[src/sv/permutation_unranker_assert.svh]
// Assertion macros shared by the permutation unranker RTL.
// Expects clk and rst_n (active low) in the scope of each use.
`ifndef PERMUTATION_UNRANKER_ASSERT_SVH
`define PERMUTATION_UNRANKER_ASSERT_SVH

// Same-cycle implication, checked outside reset
`define PU_ASSERT_NOW(lbl, ante, cons, msg) \
  lbl: assert property (@(posedge clk) disable iff (!rst_n) (ante) |-> (cons)) \
    else $error(msg);

// Next-cycle implication, checked outside reset
`define PU_ASSERT_NEXT(lbl, ante, cons, msg) \
  lbl: assert property (@(posedge clk) disable iff (!rst_n) (ante) |=> (cons)) \
    else $error(msg);

`endif

[src/sv/pu_pkg.sv]
// Shared widths, factorial table and controller/datapath interface types
// for the permutation unranker. No dependencies.
package pu_pkg;

  localparam int MAX_ELEMENTS = 16;
  localparam int RANK_W       = 45;
  localparam int CNT_W        = 5;
  localparam int POS_W        = 4;
  localparam int ELEM_W       = 4;
  localparam int Q_W          = 4;  // quotient digit width per position
  localparam int STEP_W       = 2;  // index of a quotient bit

  // m! for m = 0 .. MAX_ELEMENTS
  localparam logic [RANK_W-1:0] FACT_TBL [0:MAX_ELEMENTS] = '{
    45'd1, 45'd1, 45'd2, 45'd6, 45'd24, 45'd120, 45'd720, 45'd5040,
    45'd40320, 45'd362880, 45'd3628800, 45'd39916800, 45'd479001600,
    45'd6227020800, 45'd87178291200, 45'd1307674368000,
    45'd20922789888000
  };

  // Commands from controller to datapath
  typedef struct packed {
    logic              load;      // take the input rank, reset element list
    logic              setup;     // fetch divisor for the current position
    logic              div_step;  // one restoring division step
    logic [STEP_W-1:0] step;      // quotient bit handled by div_step
    logic              emit;      // load output beat for current position
    logic              emit_err;  // load the error beat
  } pu_cmd_t;

  // Status from datapath to controller
  typedef struct packed {
    logic rank_bad;  // rank not below n!
    logic last_pos;  // current position is n-1
    logic out_free;  // output register can take a beat this cycle
  } pu_stat_t;

endpackage

[src/sv/pu_ctrl.sv]
// Sequencing FSM for the permutation unranker.
// Depends on pu_pkg for the command and status structs.
module pu_ctrl (
  input  logic             clk,
  input  logic             rst_n,
  input  logic             in_valid,
  output logic             in_ready,
  input  pu_pkg::pu_stat_t stat,
  output pu_pkg::pu_cmd_t  cmd
);
  import pu_pkg::*;

  typedef enum logic [2:0] {
    S_IDLE,
    S_CHECK,
    S_SETUP,
    S_DIV,
    S_EMIT,
    S_ERR
  } state_t;

  state_t            state_r;
  logic [STEP_W-1:0] step_r;

  assign in_ready = (state_r == S_IDLE);

  // Command decode
  always_comb begin
    cmd          = '0;
    cmd.step     = step_r;
    cmd.load     = in_valid && (state_r == S_IDLE);
    cmd.setup    = (state_r == S_SETUP);
    cmd.div_step = (state_r == S_DIV);
    cmd.emit     = (state_r == S_EMIT) && stat.out_free;
    cmd.emit_err = (state_r == S_ERR) && stat.out_free;
  end

  // State and step counter
  always_ff @(posedge clk) begin
    if (!rst_n) begin
      state_r <= S_IDLE;
      step_r  <= '0;
    end else begin
      unique case (state_r)
        S_IDLE: begin
          if (in_valid) state_r <= S_CHECK;
        end
        S_CHECK: begin
          state_r <= stat.rank_bad ? S_ERR : S_SETUP;
        end
        S_SETUP: begin
          step_r  <= STEP_W'(Q_W - 1);
          state_r <= S_DIV;
        end
        S_DIV: begin
          step_r <= step_r - 1'b1;
          if (step_r == '0) state_r <= S_EMIT;
        end
        S_EMIT: begin
          if (stat.out_free) state_r <= stat.last_pos ? S_IDLE : S_SETUP;
        end
        S_ERR: begin
          if (stat.out_free) state_r <= S_IDLE;
        end
        default: state_r <= S_IDLE;
      endcase
    end
  end

endmodule

[src/sv/pu_datapath.sv]
// Datapath of the permutation unranker: config register, rank remainder,
// restoring divider by factorials, ordered list of unused elements, output.
// Depends on pu_pkg.
module pu_datapath (
  input  logic                       clk,
  input  logic                       rst_n,
  input  logic                       cfg_we,
  input  logic [pu_pkg::CNT_W-1:0]   cfg_wdata,
  input  logic [pu_pkg::RANK_W-1:0]  in_rank,
  input  logic                       out_ready,
  output logic                       out_valid,
  output logic [pu_pkg::POS_W-1:0]   out_position,
  output logic [pu_pkg::ELEM_W-1:0]  out_element,
  output logic                       out_last,
  output logic                       out_rank_error,
  input  pu_pkg::pu_cmd_t            cmd,
  output pu_pkg::pu_stat_t           stat
);
  import pu_pkg::*;

  logic [CNT_W-1:0]       cfg_r;
  logic [CNT_W-1:0]       n_eff;
  logic [RANK_W-1:0]      rem_r;
  logic [RANK_W-1:0]      rem_nxt;
  logic [RANK_W-1:0]      fp_r;
  logic [Q_W-1:0]         q_r;
  logic [POS_W-1:0]       pos_r;
  logic [ELEM_W-1:0]      elem_r   [MAX_ELEMENTS];
  logic [ELEM_W-1:0]      elem_nxt [MAX_ELEMENTS];
  logic [CNT_W-1:0]       fact_idx;
  logic [RANK_W+Q_W-1:0]  trial;
  logic                   fits;
  logic                   out_valid_r;
  logic [POS_W-1:0]       out_position_r;
  logic [ELEM_W-1:0]      out_element_r;
  logic                   out_last_r;
  logic                   out_err_r;

  // Clamp element count into 1..MAX_ELEMENTS
  always_comb begin
    if (cfg_r == '0) n_eff = CNT_W'(1);
    else if (cfg_r > CNT_W'(MAX_ELEMENTS)) n_eff = CNT_W'(MAX_ELEMENTS);
    else n_eff = cfg_r;
  end

  // Status
  assign stat.rank_bad = (rem_r >= FACT_TBL[n_eff]);
  assign stat.last_pos = ({1'b0, pos_r} == (n_eff - CNT_W'(1)));
  assign stat.out_free = !out_valid_r || out_ready;

  // Divisor index (n-1-pos)!
  assign fact_idx = n_eff - CNT_W'(1) - {1'b0, pos_r};

  // Restoring division step: compare against divisor shifted by the bit
  assign trial   = {{Q_W{1'b0}}, fp_r} << cmd.step;
  assign fits    = ({{Q_W{1'b0}}, rem_r} >= trial);
  assign rem_nxt = rem_r - trial[RANK_W-1:0];

  // Remove the picked entry: entries above it slide down by one
  always_comb begin
    for (int i = 0; i < MAX_ELEMENTS - 1; i++) begin
      if (POS_W'(i) >= q_r) elem_nxt[i] = elem_r[i+1];
      else elem_nxt[i] = elem_r[i];
    end
    elem_nxt[MAX_ELEMENTS-1] = elem_r[MAX_ELEMENTS-1];
  end

  // Control registers
  always_ff @(posedge clk) begin
    if (!rst_n) begin
      cfg_r       <= CNT_W'(MAX_ELEMENTS);
      out_valid_r <= 1'b0;
    end else begin
      if (cfg_we) cfg_r <= cfg_wdata;
      if (cmd.emit || cmd.emit_err) out_valid_r <= 1'b1;
      else if (out_ready) out_valid_r <= 1'b0;
    end
  end

  // Working registers
  always_ff @(posedge clk) begin
    if (cmd.load) begin
      rem_r <= in_rank;
      pos_r <= '0;
      for (int i = 0; i < MAX_ELEMENTS; i++) elem_r[i] <= ELEM_W'(i);
    end
    if (cmd.setup) begin
      fp_r <= FACT_TBL[fact_idx];
      q_r  <= '0;
    end
    if (cmd.div_step && fits) begin
      rem_r         <= rem_nxt;
      q_r[cmd.step] <= 1'b1;
    end
    if (cmd.emit) begin
      pos_r <= pos_r + 1'b1;
      for (int i = 0; i < MAX_ELEMENTS; i++) elem_r[i] <= elem_nxt[i];
    end
  end

  // Output beat register
  always_ff @(posedge clk) begin
    if (cmd.emit) begin
      out_position_r <= pos_r;
      out_element_r  <= elem_r[q_r];
      out_last_r     <= stat.last_pos;
      out_err_r      <= 1'b0;
    end else if (cmd.emit_err) begin
      out_position_r <= '0;
      out_element_r  <= '0;
      out_last_r     <= 1'b1;
      out_err_r      <= 1'b1;
    end
  end

  assign out_valid      = out_valid_r;
  assign out_position   = out_position_r;
  assign out_element    = out_element_r;
  assign out_last       = out_last_r;
  assign out_rank_error = out_err_r;

endmodule

[src/sv/permutation_unranker.sv]
// Top level of the permutation unranker: controller plus datapath.
// Depends on pu_pkg, pu_ctrl, pu_datapath and permutation_unranker_assert.svh.
//
// Usage: cfg_we/cfg_wdata set the element count n (reset 16; 0 acts as 1,
// values above 16 act as 16). Write it only while the block is idle.
// Input: one beat on in_valid/in_ready carries a rank. Output: one beat per
// position, 0 to n-1, with the element placed there; out_last marks the
// final beat. A rank of n! or more gives one beat with out_rank_error and
// out_last set, position and element zero.
// Timing: one rank at a time. After the accept, a check state compares the rank
// against n!, then each position runs divisor fetch, four restoring
// division steps of the 4-bit quotient and beat load, in that order.
// in_ready rises with the load of the last beat (of the error beat on error).
// A beat still held by out_ready when the next one is due delays that load,
// and the rank, cycle for cycle.
// Reset (rst_n low, synchronous) returns to idle and empties the output.
module permutation_unranker (
  input  logic                       clk,
  input  logic                       rst_n,
  input  logic                       cfg_we,
  input  logic [pu_pkg::CNT_W-1:0]   cfg_wdata,
  input  logic                       in_valid,
  output logic                       in_ready,
  input  logic [pu_pkg::RANK_W-1:0]  in_rank,
  output logic                       out_valid,
  input  logic                       out_ready,
  output logic [pu_pkg::POS_W-1:0]   out_position,
  output logic [pu_pkg::ELEM_W-1:0]  out_element,
  output logic                       out_last,
  output logic                       out_rank_error
);
  import pu_pkg::*;

  pu_cmd_t  cmd;
  pu_stat_t stat;

  pu_ctrl u_ctrl (
    .clk      (clk),
    .rst_n    (rst_n),
    .in_valid (in_valid),
    .in_ready (in_ready),
    .stat     (stat),
    .cmd      (cmd)
  );

  pu_datapath u_datapath (
    .clk            (clk),
    .rst_n          (rst_n),
    .cfg_we         (cfg_we),
    .cfg_wdata      (cfg_wdata),
    .in_rank        (in_rank),
    .out_ready      (out_ready),
    .out_valid      (out_valid),
    .out_position   (out_position),
    .out_element    (out_element),
    .out_last       (out_last),
    .out_rank_error (out_rank_error),
    .cmd            (cmd),
    .stat           (stat)
  );

  // Checks
`include "permutation_unranker_assert.svh"

  `PU_ASSERT_NOW(a_err_is_last, out_valid && out_rank_error, out_last, "error beat not last")
  `PU_ASSERT_NEXT(a_one_rank, in_valid && in_ready, !in_ready, "second rank taken while busy")
  `PU_ASSERT_NOW(a_emit_free, cmd.emit || cmd.emit_err, stat.out_free, "beat loaded over held beat")
  `PU_ASSERT_NEXT(a_last_idle, cmd.emit && stat.last_pos, in_ready && out_last, "no idle after last")

endmodule

[config.mk]
export PLATFORM = sky130hd
export DESIGN_NAME = permutation_unranker
export DESIGN_NICKNAME = d
export VERILOG_FILES = /design/src/sv/pu_pkg.sv /design/src/sv/pu_ctrl.sv /design/src/sv/pu_datapath.sv /design/src/sv/permutation_unranker.sv
export VERILOG_INCLUDE_DIRS = /design/src /design/src/sv
export SDC_FILE = /design/constraint.sdc
export NUM_CORES = 1
export LEC_CHECK = 0
export ABC_AREA = 0
export CORE_MARGIN = 8
export CORE_UTILIZATION = 39
export DETAILED_ROUTE_END_ITERATION = 12
export DONT_BUFFER_PORTS = 1
export GPL_TIMING_DRIVEN = 1
export PLACE_DENSITY = 0.53
export SKIP_CTS_REPAIR_TIMING = 1
export SLEW_MARGIN = 20
export SYNTH_ARGS = -nofsm -noshare
export SYNTH_HDL_FRONTEND = slang
export SYNTH_HIERARCHICAL = 1
export SYNTH_SLANG_ARGS = --single-unit
export TNS_END_PERCENT = 50
[constraint.sdc]
create_clock -name clk -period 10.8 [get_ports clk]
set_input_delay 0.54 -clock clk [delete_from_list [all_inputs] [get_ports clk]]
set_output_delay 0.54 -clock clk [all_outputs]
set_load 0.05 [all_outputs]
==> flow_metrics.py <==
metrics = {
    "hold_path": {
        "worstHoldPathType": "in2reg",
        "holdPathStages": 1,
        "worstHoldStart": "rst_n",
        "min_to": "u_datapath/cfg_r[4]",
    },
    "placement": {
        "post_dp_cell_area_um2": 12500,
        "placedCellCount": 1560,
        "pre_cts_slack_ns": 5.23,
        "dp_hpwl_mm": 27.0,
        "port_buffers": 0,
        "place.gp.congestion": 0.898,
    },
    "setup_path": {
        "r2r_start": "u_ctrl/step_r[0]",
        "crit_buf_inv": 3,
        "start_kind": "flop",
        "cp.required_ns": 10.99,
        "crit_type": "reg2reg",
        "r2r_cells": 15,
        "critPathMaxFanout": 56,
        "path_delay_family": "buffers and inverters",
        "r2r-end": "u_datapath/rem_r[12]",
        "arrival_ns": 5.86,
        "max_stage_delay_ns": 0.69,
        "crit_chain": "buf_4 > clkinv_1 > nor2_1 > a21oi_1 > ha_1 > o2111a_1 > o21ai_2 > a21boi_4 > a21oi_4 > o22ai_2 > o21ai_2 > nor4_2 > o21a_4 > buf_4 > mux2_4",
        "cp.depth": 15,
        "crit_path_end_kind": "flop",
        "r2r_slack_ns": 5.13,
        "cp_slowest_cell": "clkinv_1",
    },
    "sta": {
        "min_period_over_period": 0.525,
        "grt_setup_unrepaired": "no",
        "fin_crit_ns": 5.67,
        "fin_setup_tns_ns": 0,
        "fin_ws_ns": 5.13,
        "hold_violations": 0,
        "maxSlewHeadroom": 0.302,
        "finalSetupViolations": 0,
        "fmax_ghz": 0.177,
        "worst_slew_pin_slew_ns": 1.04,
        "drv_slew": 0,
        "clock_skew_ns": 0.0123,
    },
    "grt": {
        "grt_pass1_vias": 8826,
        "grt_max_degree": 57,
        "antenna_found_initial": 1,
        "grt_overflow_total": 0,
        "grt_pass1_wl_mm": 53.0,
        "grt_usage": 0.189,
    },
    "yosys": {
        "synth_top_area_frac": 0.349,
        "synth_area_um2": 12200,
        "synth_edf_count": 142,
        "ys_top_cells_by_count": "142 x edfxtp_1, 102 x ha_1, 97 x nand2_1, 93 x nor2_1, 83 x a21oi_1",
        "synth-seq-cells": 158,
        "synth.avg_cell_area_um2": 10.1,
        "ys.flop_type": "edfxtp_1",
        "ys_seq_area_frac": 0.375,
        "synth.net_count": 1370,
        "synth.distinct_cells": 73,
        "synthTopCellsByArea": "edfxtp_1 35%, ha_1 10%, mux2_4 5.2%",
        "synth_most_common_cell": "edfxtp_1",
        "synth_cells": 1211,
        "synth_area_leader_cell": "edfxtp_1",
        "yosysWarnings": 6,
        "synthArstFlopShare": 0,
    },
    "floorplanning": {
        "core.rowCount": 64,
        "die_w_um": 193,
        "dieHeight_um": 193,
        "io_pins": 67,
        "die_area_um2": 37200,
        "initial_core_util": 0.397,
        "core_area_um2": 30700,
    },
    "detailed_routing": {
        "ant_nets": 0,
        "vias": 9037,
        "initialDrtViolationCount": 681,
        "post-route-drc-count": 0,
        "wl_mm": 34.6,
        "vias_per_cell": 5.67,
        "dr.pass1.iters": 7,
        "drt-wirelength-per-cell_um": 21.7,
    },
    "layout": {
        "fin_cells": 1593,
        "fin_area_um2": 13100,
        "fill_cells": 2980,
        "drive_above_1_share": 0.120,
        "syn_to_final_growth_pct": 7.37,
        "nets": 1342,
    },
    "job": {
        "max-cap-violations": 0,
    },
    "cts": {
        "clk_pin_slew_ns": 0.07,
        "root_buffer": "clkbuf_16",
        "clock_latency_ns": 0.45,
        "clockBufferDepth": 2,
        "cts_num_sinks": 158,
        "cts_tree": "yes",
        "h-tree-depth": 4,
        "cts-buffers-inserted": 17,
    },
    "pwr": {
        "p_int_mw": 2.13,
        "clock_power_share": 0.166,
        "p_per_area_nw_per_um2": 299,
        "ir_worst_vdd_v": 0.000106,
        "p_sw_mw": 1.79,
        "combPwrFrac": 0.560,
        "switching_share": 0.456,
        "power.leakage_nw": 5.04,
        "power_frac_seq": 0.273,
    },
    "run_status": {
        "status": "completed",
    },
}
-- worst max-delay path by stage --
stage | to | from
after floorplan | u_datapath/rem_r[0] | u_ctrl/step_r[1]
after detailed placement | u_datapath/rem_r[12] | u_ctrl/step_r[0]
after CTS | u_datapath/rem_r[17] | u_ctrl/step_r[0]
after global routing | u_datapath/rem_r[16] | u_ctrl/step_r[0]
after global placement | u_datapath/rem_r[15] | u_ctrl/step_r[0]
final | u_datapath/rem_r[12] | u_ctrl/step_r[0]
-- power by group through the flow --
stage / Combinational, mW / Sequential, mW / Clock, mW
final: 2.20 / 1.07 / 0.653
after global routing: 2.43 / 1.09 / 0.689
after CTS: 2.19 / 1.07 / 0.671
after detailed placement: 2.17 / 1.09 / 0
after global placement: 2.17 / 1.09 / 0
after floorplan: 1.70 / 1.00 / 0
-- sequential cells by signal, indices dropped and copies added (netlist names), 2 cells and up --
register / cells
u_datapath/out_element: 4
u_datapath/elem_r: 49
u_datapath/q_r: 4
u_datapath/fp_r: 35
u_ctrl/state_r: 3
u_datapath/cfg_r: 5
u_datapath/out_position: 4
u_ctrl/step_r: 2
u_datapath/rem_r: 45
u_datapath/pos_r: 4
-- area by class of cell --
class | count | area (µm²) | share of cell area
multi-input cells | 928 | 7070 | 0.539
inverters | 68 | 255 | 0.0195
diodes | 1 | 2.50 | 0.000191
well taps | 396 | 495 | 0.0378
clock buffers | 18 | 439 | 0.0335
flip-flops and latches | 158 | 4590 | 0.350
repair buffers | 10 | 75.1 | 0.00573
clock inverters | 14 | 189 | 0.0144
-- worst register-to-register path, stage by stage (launching register included) --
cell and delay, ns:
dfxtp_2 0.31, buf_4 0.45, clkinv_1 0.74, nor2_1 0.48
a21oi_1 0.13, ha_1 0.38, o2111a_1 0.29, o21ai_2 0.11
a21boi_4 0.30, a21oi_4 0.13, o22ai_2 0.26, o21ai_2 0.17
nor4_2 0.37, o21a_4 0.19, buf_4 0.69, mux2_4 0.42
-- placed cells by master (no fill, tap or decap), types with 7 or more instances in the layout --
| cell type | instances |
|---|---|
| edfxtp_1 | 142 |
| ha_1 | 102 |
| nand2_1 | 97 |
| nor2_1 | 92 |
| a21oi_1 | 83 |
| inv_1 | 66 |
| o21ai_0 | 60 |
| and2_1 | 44 |
| mux2_4 | 42 |
| xnor2_1 | 35 |
| a21o_1 | 35 |
| mux2i_1 | 32 |
| nand2b_1 | 30 |
| nor2b_1 | 25 |
| nand3_1 | 25 |
| mux4_2 | 18 |
| nand4_1 | 18 |
| clkbuf_16 | 17 |
| a31oi_1 | 17 |
| xor2_1 | 17 |
| nor3_1 | 15 |
| dfxtp_1 | 14 |
| o21a_1 | 14 |
| a211oi_1 | 11 |
| buf_4 | 10 |
| mux2_2 | 10 |
| o21bai_1 | 9 |
| o211ai_1 | 8 |
| or2_2 | 7 |
-- through the flow --
| stage | hold slack (ns) | power (mW) | utilization |
|---|---|---|---|
| 2_1_floorplan | 0.458 | 2.70 | - |
| 3_3_place_gp | 0.512 | 3.25 | 0.406 |
| 3_5_place_dp | 0.516 | 3.25 | 0.406 |
| 4_1_cts | 0.176 | 3.93 | 0.426 |
| 5_1_grt | 0.186 | 4.21 | 0.426 |
| 6_report | 0.203 | 3.92 | 0.426 |
-- routing by layer --
| metal | share of wire | routed length [µm] | global-route usage | vias to the layer above |
|---|---|---|---|---|
| met1 | 0.46 | 15900 | 0.252 | 4354 |
| met3 | 0.038 | 1300 | 0.0264 | 43 |
| met2 | 0.47 | 16400 | 0.311 | 261 |
| met5 | 0 | 0 | 0 | - |
| met4 | 0.027 | 945 | 0.0651 | 0 |
| li1 | - | - | - | 4379 |
-- kinds of logic (layout without fill, tap and decap cells) --
kind of cell    count (synthesis)  count (layout)  share of synthesized area
compound gates                289             289                      0.156
simple gates                  381             381                      0.157
fa+ha+maj                     104             104                      0.108
xor+xnor                       52              52                     0.0373
mux                           102             102                      0.120
other cells                     0               1                          0
flops                         158             158                      0.375
buf+inv                       125             110                     0.0464
Note: power is estimated with default switching activity, not from simulation.
